## src/rtl/adaptive_altitude_velocity_control_defines.svh

```systemverilog
// assertion macros used by the rtl controller
`ifndef ADAPTIVE_ALTITUDE_VELOCITY_CONTROL_DEFINES_SVH
`define ADAPTIVE_ALTITUDE_VELOCITY_CONTROL_DEFINES_SVH

// same-cycle implication, clocked on i_clk, off during reset
`define AAVC_ASSERT_IMP(label, ante, cons, msg) \
    label: assert property (@(posedge i_clk) disable iff (!i_rst_n) (ante) |-> (cons)) \
        else $error(msg);

// next-cycle implication, clocked on i_clk, off during reset
`define AAVC_ASSERT_NXT(label, ante, cons, msg) \
    label: assert property (@(posedge i_clk) disable iff (!i_rst_n) (ante) |=> (cons)) \
        else $error(msg);

`endif

```

## src/rtl/aavc_pkg.sv

```systemverilog
package aavc_pkg;

    localparam int E_W         = 21;
    localparam int VEL_W       = 18;
    localparam int VZ_W        = 17;
    localparam int COEF_W      = 32;
    localparam int LIM_W       = 16;
    localparam int W_W         = 48;
    localparam int CFG_IDX_W   = 3;
    localparam int CFG_DATA_W  = 32;
    localparam int IN_TDATA_W  = 64;
    localparam int OUT_TDATA_W = 56;
    localparam int OUT_TUSER_W = 1;

    // shared multiplier datapath
    localparam int A_W     = 49;
    localparam int B_W     = 48;
    localparam int DIG_W   = 16;
    localparam int PROD_W  = A_W + DIG_W + 1;
    localparam int ACC_W   = 68;
    localparam int RES_W   = 50;
    localparam int DCNT_W  = 2;

    // rounded product widths
    localparam int KE_W  = 22;
    localparam int RE_W  = 38;
    localparam int REW_W = 37;
    localparam int REE_W = 42;
    localparam int DW_W  = A_W;
    localparam int INC_W = RES_W;
    localparam int U_W   = 39;

    localparam logic [COEF_W-1:0] GAIN_K_RST     = 32'h8000_0000;
    localparam logic [COEF_W-1:0] ADAPT_RATE_RST = 32'd4294967;
    localparam logic [COEF_W-1:0] LEAK_RATE_RST  = 32'd4294967;
    localparam logic [COEF_W-1:0] STEP_SIZE_RST  = 32'd4294967;
    localparam logic [LIM_W-1:0]  DRIVE_LIM_RST  = 16'd9830;

    typedef enum logic [CFG_IDX_W-1:0] {
        REG_CRUISE = 3'd0,
        REG_GAIN_K = 3'd1,
        REG_ADAPT  = 3'd2,
        REG_LEAK   = 3'd3,
        REG_STEP   = 3'd4,
        REG_LIMIT  = 3'd5
    } t_reg_idx;

    typedef enum logic [2:0] {
        OP_KE  = 3'd0,
        OP_RE  = 3'd1,
        OP_REW = 3'd2,
        OP_REE = 3'd3,
        OP_DW  = 3'd4,
        OP_INC = 3'd5
    } t_op;

    typedef enum logic [4:0] {
        S_IDLE  = 5'b00001,
        S_LOAD  = 5'b00010,
        S_MAC   = 5'b00100,
        S_STORE = 5'b01000,
        S_EMIT  = 5'b10000
    } t_state;

    typedef struct packed {
        logic capture;
        logic load;
        logic mac;
        logic last;
        logic store;
        logic emit;
        t_op  op;
    } t_cmd;

    typedef struct packed {
        logic cruise;
    } t_status;

    // number of 16-bit multiplier digits per product
    function automatic logic [DCNT_W-1:0] op_digits(input t_op op);
        logic [DCNT_W-1:0] n;
        case (op)
            OP_REW, OP_DW, OP_INC: n = 2'd3;
            default:               n = 2'd2;
        endcase
        return n;
    endfunction

    function automatic t_op op_next(input t_op op);
        t_op n;
        case (op)
            OP_KE:   n = OP_RE;
            OP_RE:   n = OP_REW;
            OP_REW:  n = OP_REE;
            OP_REE:  n = OP_DW;
            OP_DW:   n = OP_INC;
            default: n = OP_KE;
        endcase
        return n;
    endfunction

    // half an lsb of the target format, preloaded into the accumulator
    function automatic logic [ACC_W-1:0] op_half(input t_op op);
        logic [ACC_W-1:0] h;
        case (op)
            OP_RE, OP_REE: h = ACC_W'(64'h0000_0000_0000_8000);
            OP_REW:        h = ACC_W'(64'h0000_8000_0000_0000);
            default:       h = ACC_W'(64'h0000_0000_8000_0000);
        endcase
        return h;
    endfunction

    // result taken one digit lower than the accumulator
    function automatic logic op_low_take(input t_op op);
        logic t;
        case (op)
            OP_KE, OP_REW: t = 1'b0;
            default:       t = 1'b1;
        endcase
        return t;
    endfunction

endpackage

```

## src/rtl/aavc_ctrl.sv

```systemverilog
`include "adaptive_altitude_velocity_control_defines.svh"

module aavc_ctrl
    import aavc_pkg::*;
(
    input  logic    i_clk,
    input  logic    i_rst_n,
    input  logic    s_axis_tvalid,
    output logic    s_axis_tready,
    output logic    m_axis_tvalid,
    input  logic    m_axis_tready,
    input  t_status i_status,
    output t_cmd    o_cmd
);

    t_state            r_state, n_state;
    t_op               r_op, n_op;
    logic [DCNT_W-1:0] r_dig, n_dig;
    logic              r_out_valid, n_out_valid;
    logic              w_in_acc;
    logic              w_last;

    assign s_axis_tready = (r_state == S_IDLE);
    assign m_axis_tvalid = r_out_valid;
    assign w_in_acc      = s_axis_tvalid && s_axis_tready;
    assign w_last        = (r_dig == (op_digits(r_op) - 2'd1));

    always_comb begin
        n_state     = r_state;
        n_op        = r_op;
        n_dig       = r_dig;
        n_out_valid = r_out_valid;
        o_cmd       = '0;
        o_cmd.op    = r_op;
        if (r_out_valid && m_axis_tready) begin
            n_out_valid = 1'b0;
        end
        case (r_state)
            S_IDLE: begin
                if (w_in_acc) begin
                    o_cmd.capture = 1'b1;
                    n_op          = OP_KE;
                    n_state       = i_status.cruise ? S_LOAD : S_EMIT;
                end
            end
            S_LOAD: begin
                o_cmd.load = 1'b1;
                n_dig      = '0;
                n_state    = S_MAC;
            end
            S_MAC: begin
                o_cmd.mac  = 1'b1;
                o_cmd.last = w_last;
                if (w_last) begin
                    n_state = S_STORE;
                end else begin
                    n_dig = r_dig + 2'd1;
                end
            end
            S_STORE: begin
                o_cmd.store = 1'b1;
                if (r_op == OP_INC) begin
                    n_state = S_EMIT;
                end else begin
                    n_op    = op_next(r_op);
                    n_state = S_LOAD;
                end
            end
            S_EMIT: begin
                if (!r_out_valid || m_axis_tready) begin
                    o_cmd.emit  = 1'b1;
                    n_out_valid = 1'b1;
                    n_state     = S_IDLE;
                end
            end
            default: begin
                n_state = S_IDLE;
            end
        endcase
    end

    always_ff @(posedge i_clk) begin
        if (!i_rst_n) begin
            r_state     <= S_IDLE;
            r_op        <= OP_KE;
            r_dig       <= '0;
            r_out_valid <= 1'b0;
        end else begin
            r_state     <= n_state;
            r_op        <= n_op;
            r_dig       <= n_dig;
            r_out_valid <= n_out_valid;
        end
    end

    `AAVC_ASSERT_IMP(a_mac_digit, r_state == S_MAC, r_dig < op_digits(r_op), "digit count past operand")
    `AAVC_ASSERT_IMP(a_first_op, (r_state == S_LOAD) && ($past(r_state) == S_IDLE), r_op == OP_KE, "item did not start with first product")
    `AAVC_ASSERT_NXT(a_inc_emit, (r_state == S_STORE) && (r_op == OP_INC), r_state == S_EMIT, "last product not followed by emit")
    `AAVC_ASSERT_NXT(a_emit_valid, o_cmd.emit, r_out_valid && (r_state == S_IDLE), "emitted item not presented")

endmodule

```

## src/rtl/aavc_dp.sv

```systemverilog
module aavc_dp
    import aavc_pkg::*;
(
    input  logic                   i_clk,
    input  logic                   i_rst_n,
    input  logic                   i_cfg_we,
    input  logic [CFG_IDX_W-1:0]   i_cfg_idx,
    input  logic [CFG_DATA_W-1:0]  i_cfg_data,
    input  logic [IN_TDATA_W-1:0]  i_tdata,
    input  t_cmd                   i_cmd,
    output t_status                o_status,
    output logic [OUT_TDATA_W-1:0] o_tdata,
    output logic [OUT_TUSER_W-1:0] o_tuser
);

    // configuration
    logic              r_cruise;
    logic [COEF_W-1:0] r_gain_k;
    logic [COEF_W-1:0] r_adapt;
    logic [COEF_W-1:0] r_leak;
    logic [COEF_W-1:0] r_step;
    logic [LIM_W-1:0]  r_limit;

    // adaptive weight
    logic signed [W_W-1:0] r_w;

    // captured item
    logic signed [E_W-1:0]   r_e;
    logic [VEL_W-1:0]        r_vx;
    logic [VEL_W-1:0]        r_vy;

    // multiplier
    logic signed [A_W-1:0]    r_a;
    logic [B_W-1:0]           r_b;
    logic signed [ACC_W-1:0]  r_acc;
    logic [2*DIG_W-1:0]       r_low;
    logic signed [DIG_W:0]    w_digit;
    logic signed [PROD_W-1:0] w_prod;
    logic signed [ACC_W-1:0]  w_sum;
    logic signed [A_W-1:0]    w_a_ld;
    logic [B_W-1:0]           w_b_ld;
    logic [RES_W-1:0]         w_res;

    // rounded products
    logic signed [KE_W-1:0]  r_ke;
    logic signed [RE_W-1:0]  r_re;
    logic signed [REW_W-1:0] r_rew;
    logic signed [REE_W-1:0] r_ree;
    logic signed [DW_W-1:0]  r_dw;
    logic signed [INC_W-1:0] r_inc;
    logic signed [A_W-1:0]   w_diff;

    // result stage
    logic signed [U_W-1:0]   w_u;
    logic signed [U_W-1:0]   w_lim;
    logic signed [U_W-1:0]   w_nlim;
    logic [VZ_W-1:0]         w_vz;
    logic                    w_clip;
    logic signed [W_W+2:0]   w_wsum;
    logic [W_W-1:0]          w_wnext;
    logic [VEL_W-1:0]        r_vx_o;
    logic [VEL_W-1:0]        r_vy_o;
    logic [VZ_W-1:0]         r_vz_o;
    logic                    r_clip_o;

    assign o_status.cruise = r_cruise;

    always_ff @(posedge i_clk) begin
        if (!i_rst_n) begin
            r_cruise <= 1'b0;
            r_gain_k <= GAIN_K_RST;
            r_adapt  <= ADAPT_RATE_RST;
            r_leak   <= LEAK_RATE_RST;
            r_step   <= STEP_SIZE_RST;
            r_limit  <= DRIVE_LIM_RST;
        end else if (i_cfg_we) begin
            case (i_cfg_idx)
                REG_CRUISE: r_cruise <= i_cfg_data[0];
                REG_GAIN_K: r_gain_k <= i_cfg_data[COEF_W-1:0];
                REG_ADAPT:  r_adapt  <= i_cfg_data[COEF_W-1:0];
                REG_LEAK:   r_leak   <= i_cfg_data[COEF_W-1:0];
                REG_STEP:   r_step   <= i_cfg_data[COEF_W-1:0];
                REG_LIMIT:  r_limit  <= i_cfg_data[LIM_W-1:0];
                default: begin
                end
            endcase
        end
    end

    always_ff @(posedge i_clk) begin
        if (i_cmd.capture) begin
            r_e  <= i_tdata[E_W-1:0];
            r_vx <= i_tdata[E_W+VEL_W-1:E_W];
            r_vy <= i_tdata[E_W+2*VEL_W-1:E_W+VEL_W];
        end
    end

    assign w_diff = {{(A_W-REE_W){r_ree[REE_W-1]}}, r_ree} - r_dw;

    always_comb begin
        w_a_ld = '0;
        w_b_ld = '0;
        case (i_cmd.op)
            OP_KE: begin
                w_a_ld = {{(A_W-COEF_W){1'b0}}, r_gain_k};
                w_b_ld = {{(B_W-E_W){r_e[E_W-1]}}, r_e};
            end
            OP_RE: begin
                w_a_ld = {{(A_W-COEF_W){1'b0}}, r_adapt};
                w_b_ld = {{(B_W-E_W){r_e[E_W-1]}}, r_e};
            end
            OP_REW: begin
                w_a_ld = {{(A_W-RE_W){r_re[RE_W-1]}}, r_re};
                w_b_ld = r_w;
            end
            OP_REE: begin
                w_a_ld = {{(A_W-RE_W){r_re[RE_W-1]}}, r_re};
                w_b_ld = {{(B_W-E_W){r_e[E_W-1]}}, r_e};
            end
            OP_DW: begin
                w_a_ld = {{(A_W-COEF_W){1'b0}}, r_leak};
                w_b_ld = r_w;
            end
            OP_INC: begin
                w_a_ld = w_diff;
                w_b_ld = {{(B_W-COEF_W){1'b0}}, r_step};
            end
            default: begin
            end
        endcase
    end

    // top digit is signed, lower digits unsigned
    assign w_digit = {i_cmd.last ? r_b[DIG_W-1] : 1'b0, r_b[DIG_W-1:0]};
    assign w_prod  = r_a * w_digit;
    assign w_sum   = r_acc + {{(ACC_W-PROD_W){w_prod[PROD_W-1]}}, w_prod};

    always_ff @(posedge i_clk) begin
        if (i_cmd.load) begin
            r_a   <= w_a_ld;
            r_b   <= w_b_ld;
            r_acc <= op_half(i_cmd.op);
        end else if (i_cmd.mac) begin
            r_acc <= w_sum >>> DIG_W;
            r_low <= {w_sum[DIG_W-1:0], r_low[2*DIG_W-1:DIG_W]};
            r_b   <= r_b >> DIG_W;
        end
    end

    assign w_res = op_low_take(i_cmd.op)
                 ? {r_acc[RES_W-DIG_W-1:0], r_low[2*DIG_W-1:DIG_W]}
                 : r_acc[RES_W-1:0];

    always_ff @(posedge i_clk) begin
        if (i_cmd.store) begin
            case (i_cmd.op)
                OP_KE:  r_ke  <= w_res[KE_W-1:0];
                OP_RE:  r_re  <= w_res[RE_W-1:0];
                OP_REW: r_rew <= w_res[REW_W-1:0];
                OP_REE: r_ree <= w_res[REE_W-1:0];
                OP_DW:  r_dw  <= w_res[DW_W-1:0];
                OP_INC: r_inc <= w_res[INC_W-1:0];
                default: begin
                end
            endcase
        end
    end

    // drive and clipping
    assign w_u    = -{{(U_W-KE_W){r_ke[KE_W-1]}}, r_ke}
                    - {{(U_W-REW_W){r_rew[REW_W-1]}}, r_rew};
    assign w_lim  = {{(U_W-LIM_W){1'b0}}, r_limit};
    assign w_nlim = -w_lim;

    always_comb begin
        if (w_u >= w_lim) begin
            w_vz   = w_lim[VZ_W-1:0];
            w_clip = 1'b1;
        end else if (w_u <= w_nlim) begin
            w_vz   = w_nlim[VZ_W-1:0];
            w_clip = 1'b1;
        end else begin
            w_vz   = w_u[VZ_W-1:0];
            w_clip = 1'b0;
        end
    end

    // weight update with saturation
    assign w_wsum = {{3{r_w[W_W-1]}}, r_w} + {{(W_W+3-INC_W){r_inc[INC_W-1]}}, r_inc};

    always_comb begin
        if (w_wsum[W_W+2:W_W-1] == {4{w_wsum[W_W-1]}}) begin
            w_wnext = w_wsum[W_W-1:0];
        end else if (w_wsum[W_W+2]) begin
            w_wnext = {1'b1, {(W_W-1){1'b0}}};
        end else begin
            w_wnext = {1'b0, {(W_W-1){1'b1}}};
        end
    end

    always_ff @(posedge i_clk) begin
        if (!i_rst_n) begin
            r_w <= '0;
        end else if (i_cmd.emit && r_cruise) begin
            r_w <= w_wnext;
        end
    end

    always_ff @(posedge i_clk) begin
        if (i_cmd.emit) begin
            if (r_cruise) begin
                r_vx_o   <= r_vx;
                r_vy_o   <= r_vy;
                r_vz_o   <= w_vz;
                r_clip_o <= w_clip;
            end else begin
                r_vx_o   <= '0;
                r_vy_o   <= '0;
                r_vz_o   <= '0;
                r_clip_o <= 1'b0;
            end
        end
    end

    assign o_tdata = {{(OUT_TDATA_W-2*VEL_W-VZ_W){1'b0}}, r_vz_o, r_vy_o, r_vx_o};
    assign o_tuser = r_clip_o;

endmodule

```

## src/rtl/adaptive_altitude_velocity_control.sv

```systemverilog
// Adaptive altitude drive with leakage on the weight, horizontal commands passed on.
// Input stream (s_axis): one item per sample, tdata carries height error,
// forward and side velocity commands. Output stream (m_axis): one item per
// input item, tdata carries the three velocities, tuser the clip flag.
// Configuration: i_cfg_we writes i_cfg_data into register i_cfg_idx at the
// clock edge; indexes past the drive limit register are ignored.
// Sequence: with cruise on, an item runs six rounded products through one
// shared 49x17 multiplier, 16 bits of one operand per cycle, each product
// in a load step, its digit steps and a store step; the result is then
// presented, and no new item is taken until it has been emitted. With
// cruise off the zero result is presented without the products, and the
// next item is likewise taken only after it has been emitted.
// The result sits in an output register; a new item is accepted while it
// waits, and if the receiver still stalls when the next result is ready the
// block holds that result and takes no further item until the slot frees.
// Reset (i_rst_n low, synchronous) clears the weight, loads the register
// defaults, empties the output register and returns the controller to idle.
module adaptive_altitude_velocity_control
    import aavc_pkg::*;
(
    input  logic                   i_clk,
    input  logic                   i_rst_n,
    input  logic                   i_cfg_we,
    input  logic [CFG_IDX_W-1:0]   i_cfg_idx,
    input  logic [CFG_DATA_W-1:0]  i_cfg_data,
    input  logic                   s_axis_tvalid,
    output logic                   s_axis_tready,
    input  logic [IN_TDATA_W-1:0]  s_axis_tdata,   // height_error, cmd_vel_x, cmd_vel_y
    output logic                   m_axis_tvalid,
    input  logic                   m_axis_tready,
    output logic [OUT_TDATA_W-1:0] m_axis_tdata,   // vel_x, vel_y, vel_z
    output logic [OUT_TUSER_W-1:0] m_axis_tuser    // drive_clipped
);

    t_cmd    w_cmd;
    t_status w_status;

    aavc_ctrl u_ctrl (
        .i_clk         (i_clk),
        .i_rst_n       (i_rst_n),
        .s_axis_tvalid (s_axis_tvalid),
        .s_axis_tready (s_axis_tready),
        .m_axis_tvalid (m_axis_tvalid),
        .m_axis_tready (m_axis_tready),
        .i_status      (w_status),
        .o_cmd         (w_cmd)
    );

    aavc_dp u_dp (
        .i_clk      (i_clk),
        .i_rst_n    (i_rst_n),
        .i_cfg_we   (i_cfg_we),
        .i_cfg_idx  (i_cfg_idx),
        .i_cfg_data (i_cfg_data),
        .i_tdata    (s_axis_tdata),
        .i_cmd      (w_cmd),
        .o_status   (w_status),
        .o_tdata    (m_axis_tdata),
        .o_tuser    (m_axis_tuser)
    );

endmodule
```

## config.mk

```make
export PLATFORM = sky130hd
export DESIGN_NAME = adaptive_altitude_velocity_control
export DESIGN_NICKNAME = d
export VERILOG_FILES = /design/src/rtl/aavc_pkg.sv /design/src/rtl/aavc_ctrl.sv /design/src/rtl/aavc_dp.sv /design/src/rtl/adaptive_altitude_velocity_control.sv
export VERILOG_INCLUDE_DIRS = /design/src /design/src/rtl
export SDC_FILE = /design/constraint.sdc
export NUM_CORES = 2
export LEC_CHECK = 0
export BUFFER_PORTS_ARGS = -buffer_cell sky130_fd_sc_hd__buf_2
export CORE_UTILIZATION = 57
export DETAILED_ROUTE_END_ITERATION = 8
export MAX_ROUTING_LAYER = met4
export PLACE_DENSITY = 0.74
export SETUP_SLACK_MARGIN = 0.05
export SKIP_CTS_REPAIR_TIMING = 1
export SYNTH_ARGS = -nofsm -noshare
export SYNTH_HDL_FRONTEND = slang
export SYNTH_SLANG_ARGS = --single-unit
export TNS_END_PERCENT = 10
```

## constraint.sdc

```tcl
create_clock -name i_clk -period 15.7 [get_ports i_clk]
set_input_delay 2.355 -clock i_clk [delete_from_list [all_inputs] [get_ports i_clk]]
set_output_delay 2.355 -clock i_clk [all_outputs]
set_load 0.005 [all_outputs]
```

==> impl_metrics.json <==
{
  "netlist_area_um2": 68610,
  "multiInputGateArea_um2": 44170,
  "synth-edff-count": 514,
  "worst_pin_slew_ps": 1259,
  "vdd_drop_max_v": 0.0001154,
  "cts_buffer_depth": 3,
  "grt-ovfl-total": 0,
  "hold_depth": 2,
  "power_density_nw_per_um2": 61.26,
  "endpoint_kind": "register",
  "vias": 51980,
  "worst_hold_slack_ps": 460.7,
  "die_area_um2": 121800,
  "clock_sinks": 718,
  "portBuffers": 152,
  "timing.final.hold_violations": 0,
  "cts_tree": "built",
  "syn_area_per_cell_um2": 9.542,
  "fin_nets": 8466,
  "yosysMostFrequentCell": "inv_1",
  "start_util_pct": 57.80,
  "clk_pin_slew_ps": 60,
  "fin_skew_ps": 25.77,
  "cts_root_buf": "clkbuf_16",
  "yosys-top-cells-area": "fa_1, edfxtp_1, ha_1, dfxtp_1, inv_1",
  "seq_area_um2": 19530,
  "num_rows": 126,
  "nFillCells": 9790,
  "ys_seq_area_share_pct": 28.45,
  "drv_cap": 0,
  "dp_slack_ps": 3223,
  "critPathKind": "register to register",
  "tns_ps": 0,
  "final_layout_size_suffix_gt1_share_pct": 6.280,
  "relSlewSlack_pct": 16.08,
  "antenna_found_initial": 10,
  "status": "completed",
  "grt_setup_unrepaired": "false",
  "die_x_um": 349.0,
  "finalNonFillerCells": 8806,
  "synthTopCellsByCount": "inv_1, nand2_1, fa_1",
  "reg2regPathDepth": 41,
  "synthFlopType": "edfxtp_1",
  "drv_slew": 0,
  "setup_viol": 0,
  "synth_top_area_cell": "fa_1",
  "ys_ff_latch": 718,
  "grt_pass1_vias": 51820,
  "dpl.cell_count": 8656,
  "r2r_start": "u_ctrl.r_op[1]",
  "viasPerCell": 5.903,
  "ys_types": 92,
  "hp-class": "register to register",
  "critPathMaxStageDelay_ps": 710,
  "setup_ws_ps": 2968,
  "wl_per_cell_um": 20.70,
  "drt_iter0_drc": 4229,
  "cp_common_cell": "fa_1",
  "cp.required_ps": 16040,
  "drtPass1Iterations": 6,
  "path_delay_family": "compound AO/OA/AOI/OAI gates",
  "io_pins": 163,
  "crit_arrival_ps": 13080,
  "worstSkewPairLatency_ps": 640,
  "slowest_stage": "inv_1",
  "fin_crit_ps": 12730,
  "globalplace.congestion": 0.9799,
  "cts_buffers": 76,
  "timing.fmax_mhz": 78.54,
  "async_reset_ff_share_pct": 0,
  "synth_top_area_share_pct": 22.76,
  "worstHoldEndpoint": "u_dp.r_gain_k[15]",
  "r2r_slack_ps": 2970,
  "ys_warn_count": 0,
  "area_delta_synth_final_pct": 6.800,
  "leakage_nw": 31.24,
  "synthCells": 7191,
  "grtUsageTotal_pct": 31.28,
  "start_kind": "register",
  "wirelength_mm": 182.3,
  "htreeDepth": 3,
  "grt_max_degree": 94,
  "reg2reg_to": "u_dp.r_acc[66]",
  "path_max_fanout": 29,
  "hpwl_mm": 140.7,
  "postRouteAntennaNets": 0,
  "crit_buf_inv": 6,
  "drc": 0,
  "die_h_um": 349.0,
  "core_area_um2": 118700,
  "period_share_pct": 81.09,
  "hp-start": "u_dp.r_gain_k[15]",
  "grt_pass1_wl_mm": 289.8
}
-- how the worst max path moves through the flow --
stage	start	endpoint	cells after the start
2_1_floorplan	u_ctrl.r_op[2]	u_dp.r_acc[45]	40
5_1_grt	u_ctrl.r_op[1]	u_dp.r_acc[66]	41
3_3_place_gp	u_ctrl.r_op[1]	u_dp.r_acc[66]	41
6_report	u_ctrl.r_op[1]	u_dp.r_acc[66]	41
3_5_place_dp	u_ctrl.r_op[1]	u_dp.r_acc[66]	41
4_1_cts	u_ctrl.r_op[1]	u_dp.r_acc[66]	41
-- metal layers --
| metal | track usage [%] | vias up | part of all wire, % |
|---|---|---|---|
| li1 | - | 23770 | - |
| met1 | 43.35 | 25950 | 43 |
| met2 | 48.44 | 1988 | 46 |
| met3 | 3.497 | 282 | 7.7 |
| met4 | 9.801 | 0 | 3.3 |
| met5 | - | - | 0 |
-- worst register-to-register path, delay by kind of cell, from the launching register on --
kind,cells,cell delay [ps]
adders and majority gates,8,3740
buffers and inverters,6,1950
xor gates and xnor gates,1,110
DFF,1,310
AOI/OAI and AO/OA,17,4170
and+or+nand+nor,9,2190
-- power breakdown --
part | switching (mW) | internal, mW
clock network | 0.797 | 1.12
logic | 0.292 | 0.183
registers | 0.0221 | 2.07
total | 1.11 | 3.38
-- cells in the final DEF, fill, tap and decap left out, types with 21 or more instances in the layout --
cell,Yosys,routed
inv_1,986,986
nand2_1,954,952
fa_1,780,780
edfxtp_1,514,514
ha_1,448,448
and2_1,417,416
nor2_1,343,336
a21oi_1,336,335
o21ai_0,213,212
dfxtp_1,204,201
a21o_1,187,187
xnor2_1,159,159
buf_2,11,151
a21boi_0,121,121
nand3_1,99,99
xor2_1,91,91
clkbuf_16,0,82
a211oi_1,76,76
mux2i_1,74,73
nor3_1,69,66
buf_4,3,58
nand4_1,50,50
mux2_2,50,50
and3_1,49,49
o21a_1,48,48
nor2b_1,48,47
o21bai_1,45,45
nand2b_1,41,41
o211ai_1,36,36
a31oi_1,36,36
o22ai_1,26,26
o221ai_1,26,26
a22oi_1,25,25
a221o_1,23,23
a221oi_1,23,23
nor4_1,22,21
or3_1,21,21
-- cell families (layout without fill, tap and decap cells) --
kind of cell | count (synthesis) | count (layout) | share of synthesized area (%)
AOI/OAI and AO/OA | 1355 | 1355 | 13.18
DFF | 718 | 718 | 28.45
muxes | 126 | 126 | 1.966
other | 1 | 12 | 0.005465
xor gates and xnor gates | 250 | 250 | 3.191
and+or+nand+nor | 2179 | 2179 | 14.93
buffers and inverters | 1334 | 1338 | 7.358
adders and majority gates | 1228 | 1228 | 30.93
-- cell type report --
cell class	instances	share of cell area, %
clock buffers	103	3.044
inverters	988	5.064
diodes	9	0.03073
repair buffers	209	1.625
well taps	1600	2.732
multi-input cells	5141	60.28
flip-flops and latches	718	26.65
clock inverters	38	0.5737
-- stage by stage --
stage               power [mW]  util, %  area (µm²)
detailed placement       2.602    59.48       70610
floorplan                2.460        -       68620
finish                   4.489    61.73       73280
CTS                      4.497    61.71       73260
global route             4.634    61.73       73280
global placement         2.598    59.48       70610
-- flip-flops by register name, summed over array words and instances, names as in the netlist, 17 cells and up --
register	count
u_dp.r_acc	52
u_dp.r_inc	50
u_dp.r_a	49
u_dp.r_dw	49
u_dp.r_b	48
u_dp.r_w	48
u_dp.r_ree	42
u_dp.r_re	38
u_dp.r_rew	37
u_dp.r_adapt	32
u_dp.r_gain_k	32
u_dp.r_leak	32
u_dp.r_step	32
u_dp.r_ke	22
u_dp.r_e	21
u_dp.r_vx	18
u_dp.r_vx_o	18
u_dp.r_vy	18
u_dp.r_vy_o	18
u_dp.r_vz_o	17
Note: power is estimated with default switching activity, not from simulation.
